$ cat src/hdl/aes_pkg.sv
// Package with shared types, constants and AES helper functions.
`timescale 1ns / 1ps
`default_nettype none
package aes_pkg;

  localparam int unsigned BlockBytes = 16;
  localparam int unsigned NumRounds  = 10;
  localparam int unsigned CfgIdxW    = 3;
  localparam int unsigned CfgDataW   = 64;
  localparam int unsigned RoundCntW  = 4;

  typedef enum logic [1:0] {
    MODE_ECB = 2'd0,
    MODE_CBC = 2'd1,
    MODE_CTR = 2'd2,
    MODE_RSV = 2'd3
  } mode_e;

  typedef enum logic [CfgIdxW-1:0] {
    REG_KEY_HIGH = 3'd0,
    REG_KEY_LOW  = 3'd1,
    REG_IV_HIGH  = 3'd2,
    REG_IV_LOW   = 3'd3,
    REG_MODE     = 3'd4
  } reg_idx_e;

  typedef enum logic [1:0] {
    OP_ECB  = 2'd0,
    OP_CBC  = 2'd1,
    OP_CTR  = 2'd2,
    OP_FAIL = 2'd3
  } op_e;

  typedef enum logic [1:0] {
    ST_IDLE,
    ST_RUN,
    ST_DONE
  } core_state_e;

  typedef struct packed {
    logic [63:0] block_high;
    logic [63:0] block_low;
    logic [4:0]  byte_count;
    logic        final_block;
  } in_req_t;

  typedef struct packed {
    logic [63:0] result_high;
    logic [63:0] result_low;
    logic        result_last;
    logic        status;
  } out_req_t;

  // Classified request handed from the front to the back.
  typedef struct packed {
    op_e          op;
    logic [127:0] data;
    logic [15:0]  byte_mask;
    logic         restart;
    logic         last;
  } cmd_t;

  function automatic logic [7:0] sbox(input logic [7:0] x);
    logic [7:0] t [256];
    t = '{
      8'h63,8'h7c,8'h77,8'h7b,8'hf2,8'h6b,8'h6f,8'hc5,8'h30,8'h01,8'h67,8'h2b,8'hfe,8'hd7,8'hab,8'h76,
      8'hca,8'h82,8'hc9,8'h7d,8'hfa,8'h59,8'h47,8'hf0,8'had,8'hd4,8'ha2,8'haf,8'h9c,8'ha4,8'h72,8'hc0,
      8'hb7,8'hfd,8'h93,8'h26,8'h36,8'h3f,8'hf7,8'hcc,8'h34,8'ha5,8'he5,8'hf1,8'h71,8'hd8,8'h31,8'h15,
      8'h04,8'hc7,8'h23,8'hc3,8'h18,8'h96,8'h05,8'h9a,8'h07,8'h12,8'h80,8'he2,8'heb,8'h27,8'hb2,8'h75,
      8'h09,8'h83,8'h2c,8'h1a,8'h1b,8'h6e,8'h5a,8'ha0,8'h52,8'h3b,8'hd6,8'hb3,8'h29,8'he3,8'h2f,8'h84,
      8'h53,8'hd1,8'h00,8'hed,8'h20,8'hfc,8'hb1,8'h5b,8'h6a,8'hcb,8'hbe,8'h39,8'h4a,8'h4c,8'h58,8'hcf,
      8'hd0,8'hef,8'haa,8'hfb,8'h43,8'h4d,8'h33,8'h85,8'h45,8'hf9,8'h02,8'h7f,8'h50,8'h3c,8'h9f,8'ha8,
      8'h51,8'ha3,8'h40,8'h8f,8'h92,8'h9d,8'h38,8'hf5,8'hbc,8'hb6,8'hda,8'h21,8'h10,8'hff,8'hf3,8'hd2,
      8'hcd,8'h0c,8'h13,8'hec,8'h5f,8'h97,8'h44,8'h17,8'hc4,8'ha7,8'h7e,8'h3d,8'h64,8'h5d,8'h19,8'h73,
      8'h60,8'h81,8'h4f,8'hdc,8'h22,8'h2a,8'h90,8'h88,8'h46,8'hee,8'hb8,8'h14,8'hde,8'h5e,8'h0b,8'hdb,
      8'he0,8'h32,8'h3a,8'h0a,8'h49,8'h06,8'h24,8'h5c,8'hc2,8'hd3,8'hac,8'h62,8'h91,8'h95,8'he4,8'h79,
      8'he7,8'hc8,8'h37,8'h6d,8'h8d,8'hd5,8'h4e,8'ha9,8'h6c,8'h56,8'hf4,8'hea,8'h65,8'h7a,8'hae,8'h08,
      8'hba,8'h78,8'h25,8'h2e,8'h1c,8'ha6,8'hb4,8'hc6,8'he8,8'hdd,8'h74,8'h1f,8'h4b,8'hbd,8'h8b,8'h8a,
      8'h70,8'h3e,8'hb5,8'h66,8'h48,8'h03,8'hf6,8'h0e,8'h61,8'h35,8'h57,8'hb9,8'h86,8'hc1,8'h1d,8'h9e,
      8'he1,8'hf8,8'h98,8'h11,8'h69,8'hd9,8'h8e,8'h94,8'h9b,8'h1e,8'h87,8'he9,8'hce,8'h55,8'h28,8'hdf,
      8'h8c,8'ha1,8'h89,8'h0d,8'hbf,8'he6,8'h42,8'h68,8'h41,8'h99,8'h2d,8'h0f,8'hb0,8'h54,8'hbb,8'h16
    };
    return t[x];
  endfunction

  function automatic logic [7:0] xtime(input logic [7:0] x);
    return {x[6:0], 1'b0} ^ (x[7] ? 8'h1b : 8'h00);
  endfunction

  // Byte i of a 128-bit block; byte 0 is the most significant.
  function automatic logic [7:0] get_byte(input logic [127:0] v, input int unsigned i);
    return v[127 - 8*i -: 8];
  endfunction

  // One round of the key schedule.
  function automatic logic [127:0] next_key(input logic [127:0] k, input logic [7:0] rc);
    logic [31:0] w0, w1, w2, w3, t;
    w0 = k[127:96];
    w1 = k[95:64];
    w2 = k[63:32];
    w3 = k[31:0];
    t  = {sbox(w3[23:16]) ^ rc, sbox(w3[15:8]), sbox(w3[7:0]), sbox(w3[31:24])};
    w0 = w0 ^ t;
    w1 = w1 ^ w0;
    w2 = w2 ^ w1;
    w3 = w3 ^ w2;
    return {w0, w1, w2, w3};
  endfunction

  // SubBytes, ShiftRows and, unless it is the last round, MixColumns.
  function automatic logic [127:0] round_fn(input logic [127:0] s, input logic last);
    logic [7:0]   t [16];
    logic [7:0]   a0, a1, a2, a3, x;
    logic [127:0] r;
    for (int c = 0; c < 4; c++) begin
      for (int j = 0; j < 4; j++) begin
        t[j + 4*c] = sbox(get_byte(s, j + 4*((c + j) % 4)));
      end
    end
    if (!last) begin
      for (int c = 0; c < 4; c++) begin
        a0 = t[4*c];
        a1 = t[4*c+1];
        a2 = t[4*c+2];
        a3 = t[4*c+3];
        x  = a0 ^ a1 ^ a2 ^ a3;
        t[4*c]   = a0 ^ x ^ xtime(a0 ^ a1);
        t[4*c+1] = a1 ^ x ^ xtime(a1 ^ a2);
        t[4*c+2] = a2 ^ x ^ xtime(a2 ^ a3);
        t[4*c+3] = a3 ^ x ^ xtime(a3 ^ a0);
      end
    end
    for (int i = 0; i < 16; i++) begin
      r[127 - 8*i -: 8] = t[i];
    end
    return r;
  endfunction

endpackage
`default_nettype wire

$ cat src/hdl/aes_front.sv
// Front end: accepts input requests, classifies them and queues commands.
`timescale 1ns / 1ps
`default_nettype none
module aes_front (
  input  wire logic             clk_i,
  input  wire logic             rst_ni,
  input  wire logic             push,
  output logic                  full,
  input  wire aes_pkg::in_req_t in_req_i,
  input  wire aes_pkg::mode_e   mode_i,
  output logic                  cmd_valid_o,
  input  wire logic             cmd_ready_i,
  output aes_pkg::cmd_t         cmd_o
);
  import aes_pkg::*;

  // Two-entry command queue.
  cmd_t        mem_q [2];
  logic        wr_ptr_q, rd_ptr_q;
  logic [1:0]  cnt_q;
  logic        start_q;
  cmd_t        cmd;
  logic [4:0]  count;
  logic        do_push, do_pop;

  always_comb begin
    count = (in_req_i.byte_count > 5'(BlockBytes)) ? 5'(BlockBytes) : in_req_i.byte_count;
    cmd.data      = {in_req_i.block_high, in_req_i.block_low};
    cmd.restart   = start_q;
    cmd.last      = in_req_i.final_block;
    for (int i = 0; i < 16; i++) begin
      cmd.byte_mask[15 - i] = (5'(i) < count);
    end
    unique case (mode_i)
      MODE_CTR: cmd.op = OP_CTR;
      MODE_CBC: cmd.op = (count == 5'(BlockBytes)) ? OP_CBC : OP_FAIL;
      default:  cmd.op = (count == 5'(BlockBytes)) ? OP_ECB : OP_FAIL;
    endcase
  end

  assign full        = (cnt_q == 2'd2);
  assign do_push     = push && !full;
  assign cmd_valid_o = (cnt_q != 2'd0);
  assign do_pop      = cmd_valid_o && cmd_ready_i;
  assign cmd_o       = mem_q[rd_ptr_q];

  always_ff @(posedge clk_i) begin
    if (do_push) begin
      mem_q[wr_ptr_q] <= cmd;
    end
  end

  always_ff @(posedge clk_i or negedge rst_ni) begin
    if (!rst_ni) begin
      wr_ptr_q <= 1'b0;
      rd_ptr_q <= 1'b0;
      cnt_q    <= 2'd0;
      start_q  <= 1'b1;
    end else begin
      if (do_push) begin
        wr_ptr_q <= ~wr_ptr_q;
        start_q  <= in_req_i.final_block;
      end
      if (do_pop) begin
        rd_ptr_q <= ~rd_ptr_q;
      end
      cnt_q <= cnt_q + {1'b0, do_push} - {1'b0, do_pop};
    end
  end
endmodule
`default_nettype wire

$ cat config.mk
export PLATFORM = sky130hd
export DESIGN_NAME = aes_front
export DESIGN_NICKNAME = d
export VERILOG_FILES = /design/src/hdl/aes_pkg.sv /design/src/hdl/aes_front.sv
export SDC_FILE = /design/constraint.sdc
export NUM_CORES = 1
export LEC_CHECK = 0
export BUFFER_PORTS_ARGS = -buffer_cell sky130_fd_sc_hd__buf_2
export CORE_MARGIN = 10
export CORE_UTILIZATION = 50
export DETAILED_ROUTE_END_ITERATION = 16
export PLACE_DENSITY = 0.76
export SLEW_MARGIN = 30
export SYNTH_ARGS = -nofsm -noshare
export SYNTH_HDL_FRONTEND = slang
export SYNTH_SLANG_ARGS = --single-unit
export TNS_END_PERCENT = 20
$ cat constraint.sdc
create_clock -name clk_i -period 11.8 [get_ports clk_i]
set_input_delay 1.77 -clock clk_i [delete_from_list [all_inputs] [get_ports clk_i]]
set_output_delay 1.77 -clock clk_i [all_outputs]
set_load 0.01 [all_outputs]
* Word level (Yosys, flattened, before mapping)
Memory sizes are Yosys's and may differ from the RTL's. Cells that the tools add are included.
Operators by class: $add $sub $neg 2, $lt $le $gt $ge 17, equality and inequality tests 4, muxes and demuxes 6, bitwise operators 2, reduce and logical (&&, ||, !) cells 4
Operators with widths (number):
- $lt A4 B5 Y1 const A | 8
- $lt A3 B5 Y1 const A | 4
- $lt A1 B5 Y1 const A | 2
- $lt A2 B5 Y1 const A | 2
- $eq A5 B5 Y1 const B | 1
- $gt A5 B5 Y1 const B | 1
- $mux W5 | 1
- $eq A2 B2 Y1 const B | 2
- $mux W2 | 2
- $pmux W2 S2 | 1
- $add A2 B1 Y2 | 1
- $eq A2 B1 Y1 const B | 1
- $logic_and A1 B1 Y1 | 2
- $mux W1 | 2
- $not A1 Y1 | 2
- $reduce_bool A2 Y1 | 1
- $sub A2 B1 Y2 | 1
- $logic_not A1 Y1 | 1
Storage, ports and cells: register bits 5, RAM bits 296, bits of input ports 140, output and inout port bits 150, word-level logic and storage cells 40, memories 1
Memory list:
- mem_q | words 2, width 148, read ports 1, clocked after Yosys merged registers in 0, wr ports 1, line aes_front.sv:18 | cmd_t mem_q [2];

* Longest topological paths before layout
word-level depth 5, gate-level depth with buffers 8

* Worst setup path before layout
OpenSTA, ideal clock, no wires.
kind input to register, from input port push, to memory mem_q[0][0] (netlist name) (enable), library setup time 661 ps, arrival 8161 ps, required time 11139 ps, path slack 2978 ps, cell stages on the path 3, cells stage by stage nand2b_1 buf_6 nor2_1
On the way: cells in the longest elaborated chain, start to end 3
Ends and longest elaborated chain:
- from (decl) | line aes_front.sv:7 | input wire logic push,
- $logic_and A1 B1 Y1 | line aes_front.sv:42 | assign do_push = push && !full;
- $mux W1 | line aes_front.sv:48 | if (do_push) begin
- $mux W1 (implied by the code) | line aes_front.sv:49 | mem_q[wr_ptr_q] <= cmd;
- to (decl) | line aes_front.sv:18
No other way between the ends.

==> impl_metrics.ini <==
[yosys]
muxShareOfSynthArea_pct = 17.9
synth_xor_area_share_pct = 0.303
synth_top_family_by_area = multiplexers
yosysWarnings = 0
yosys_register_bits = 301
synth_cells = 521
synth_area_per_cell_sq_um = 22.2
mappedNetlistArea_sq_um = 11600
synth-compound-area-share_pct = 0.476
seq_area_frac_synth_pct = 77.9
synth_nets = 665
synth_simple_gate_area_share_pct = 1.06
synth_fa_ha_area_share_pct = 0.432
synth_cell_type_count = 28

[detailed_routing]
via_count = 5729
post-route-drc-count = 0
totalWireLength_microns = 23500
m1WireLength_microns = 9130
topRoutingLayerUsed = met5
via_per_inst = 5.04
wl_per_cell_microns = 20.6
first_pass_iters = 5
wl_met3_microns = 2540
wl_met2_microns = 11400
drt_iter0_markers = 275
drtAntennaViolNets = 0

[floorplan]
die_y_microns = 172
std_cell_rows = 55
pin_count = 290
die_area_sq_um = 29600
coreArea_sq_um = 22700
die_w_microns = 172
start_util_pct = 51.0

[setup_path]
required_ns = 10.03
arrival_ns = 2.95
end_kind = output pin
cp-start-kind = register
path_max_fanout = 54
r2r_cells = 4
crit_type = register to output pin

[cells_and_area]
nets = 971
seq_area_sq_um = 9020
fillers = 1625
multi_input_area_sq_um = 2340
final_core_util_pct = 62.4
drive_above_1_share_pct = 57.9
area_growth_pct = 22.5

[global_route]
grt.total_usage_pct = 15.0
grt_max_degree = 64
grt_overflow = 0
grt_pass1_vias = 6090
antenna_found_initial = 4
grt_pass1_wl_microns = 34400

[timing]
rsz0062_at_grt = false
setup_tns_ns = 0
relSlewSlack_pct = 37.6
setup_viol = 0
finalCritPeriodShare_pct = 40.0
setup_slack_ns = 7.08
slew_viol_final = 0
hold_violations = 0
min_period_ns = 4.72
fin_skew_ns = 0.00679
worst_pin_slew_ns = 0.936
fmax_mhz = 212

[clocking]
clk_latency_ns = 0.53
cts_setup_buffers = 0
max-clock-path-buffers = 3
tritoncts = done
ctsResizeCount = 0
clk_pin_slew_ns = 0.06
cts_hold_buf = 0
numCtsBuffers = 31
cts_htree_levels = 1
cts_root_buf = clkbuf_16
cts_num_sinks = 301

[placement]
post-place-ws_ns = 7.60
port_buffers = 289
gp_congestion = 0.746
hpwl_microns = 16200

[power_and_ir_drop]
ir_worst_vdd_uv = 147
p_leak_nw = 5.57
p_per_area_nw_per_um2 = 249

[worst_hold_path]
holdPathStages = 1
hold_class = register to register

[job]
maxCapViolations = 0

[status]
status = finished clean
-- cell usage after synthesis --
master / count / share of area [%]
clkbuf_1: 4 / 0.13
nor2b_4: 1 / 0.12
nand2_1: 8 / 0.26
or2_2: 1 / 0.054
nand2b_1: 5 / 0.27
ha_1: 4 / 0.43
dfstp_2: 1 / 0.23
mux2_4: 101 / 13
xnor2_1: 3 / 0.23
o21bai_1: 2 / 0.13
o31ai_1: 1 / 0.065
nor3_1: 1 / 0.043
buf_2: 3 / 0.13
a31o_2: 1 / 0.076
inv_1: 8 / 0.26
and2_1: 1 / 0.054
dfrtp_1: 4 / 0.86
nand3_1: 1 / 0.043
xor2_1: 1 / 0.076
buf_6: 15 / 1.5
o22ai_1: 1 / 0.054
or3_1: 1 / 0.054
o21ai_0: 2 / 0.086
a21o_1: 1 / 0.065
mux2_2: 48 / 4.7
mux2i_1: 1 / 0.086
edfxtp_1: 296 / 77
nor2_1: 5 / 0.16
-- through the flow --
| step | total power, mW | cell area, sq um | hold WS [ns] | std cells |
|---|---|---|---|---|
| 2_1_floorplan | 2.37 | 11600 | 0.460 | 521 |
| 3_3_place_gp | 2.68 | 13200 | 0.495 | 1079 |
| 3_5_place_dp | 2.70 | 13200 | 0.515 | 1079 |
| 4_1_cts | 3.58 | 14200 | 0.526 | 1136 |
| 5_1_grt | 3.71 | 14200 | 0.548 | 1137 |
| 6_report | 3.53 | 14200 | 0.536 | 1137 |
-- cell usage in the layout (no fill, tap or decap), drive strengths merged --
cell type,count
edfxtp,296
buf,295
mux2,149
clkbuf,46
clkinv,10
inv,9
nand2,8
nand2b,5
nor2,5
ha,4
dfrtp,4
xnor2,3
o21ai,2
o21bai,2
diode,1
nor2b,1
o22ai,1
or2,1
and2,1
mux2i,1
or3,1
nor3,1
nand3,1
o31ai,1
a21o,1
a31o,1
xor2,1
dfstp,1
-- worst max-delay path, stage by stage, from the launching register on --
cell and delay (ns):
dfrtp_4 0.94, buf_4 0.83, mux2_2 0.41, buf_2 0.14
-- where the power goes --
part | switching (mW) | internal (mW) | leakage, nW
combinational | 0.556 | 0.532 | 2.33
sequential | 0.0977 | 1.46 | 2.78
clock | 0.366 | 0.513 | 0.462
total | 1.02 | 2.51 | 5.57
-- kinds of logic after synthesis --
| logic type | count (synthesis) |
|---|---|
| mux | 150 |
| fa+ha+maj | 4 |
| xor+xnor | 4 |
| buf+inv | 30 |
| flops | 301 |
| compound gates | 8 |
| simple gates | 24 |
-- layer usage --
metal  global-route usage, %  up-vias
met5                       0        -
met4                    3.56        6
met1                    18.2     2786
met2                    24.7      239
li1                        -     2655
met3                    5.97       43
-- layout make-up --
class | count | area share (%)
Inverter | 8 | 0.212
Timing Repair Buffer | 295 | 10.5
Clock buffer | 46 | 6.22
Antenna cell | 1 | 0.0176
Tap cell | 285 | 2.52
Sequential cell | 301 | 63.6
Clock inverter | 11 | 0.371
Multi-Input combinational cell | 190 | 16.5
-- path summary, 6_finish.rpt --
check                         start            end  slack (ns)
setup reg to reg           cnt_q[1]  mem_q[1][131]        8.90
max in group asynchronous    rst_ni        start_q       10.54
hold / removal             cnt_q[1]       cnt_q[1]        0.54
min in group asynchronous    rst_ni       cnt_q[0]        1.04
setup / recovery           rd_ptr_q      cmd_o[66]        7.08
hold reg to reg            cnt_q[1]       cnt_q[1]        0.54
-- registers in the layout, indices dropped and copies added (netlist names) --
| name | flops |
|---|---|
| cnt_q | 2 |
| mem_q | 296 |
| rd_ptr_q | 1 |
| start_q | 1 |
| wr_ptr_q | 1 |
(Power assumes the default switching activity.)
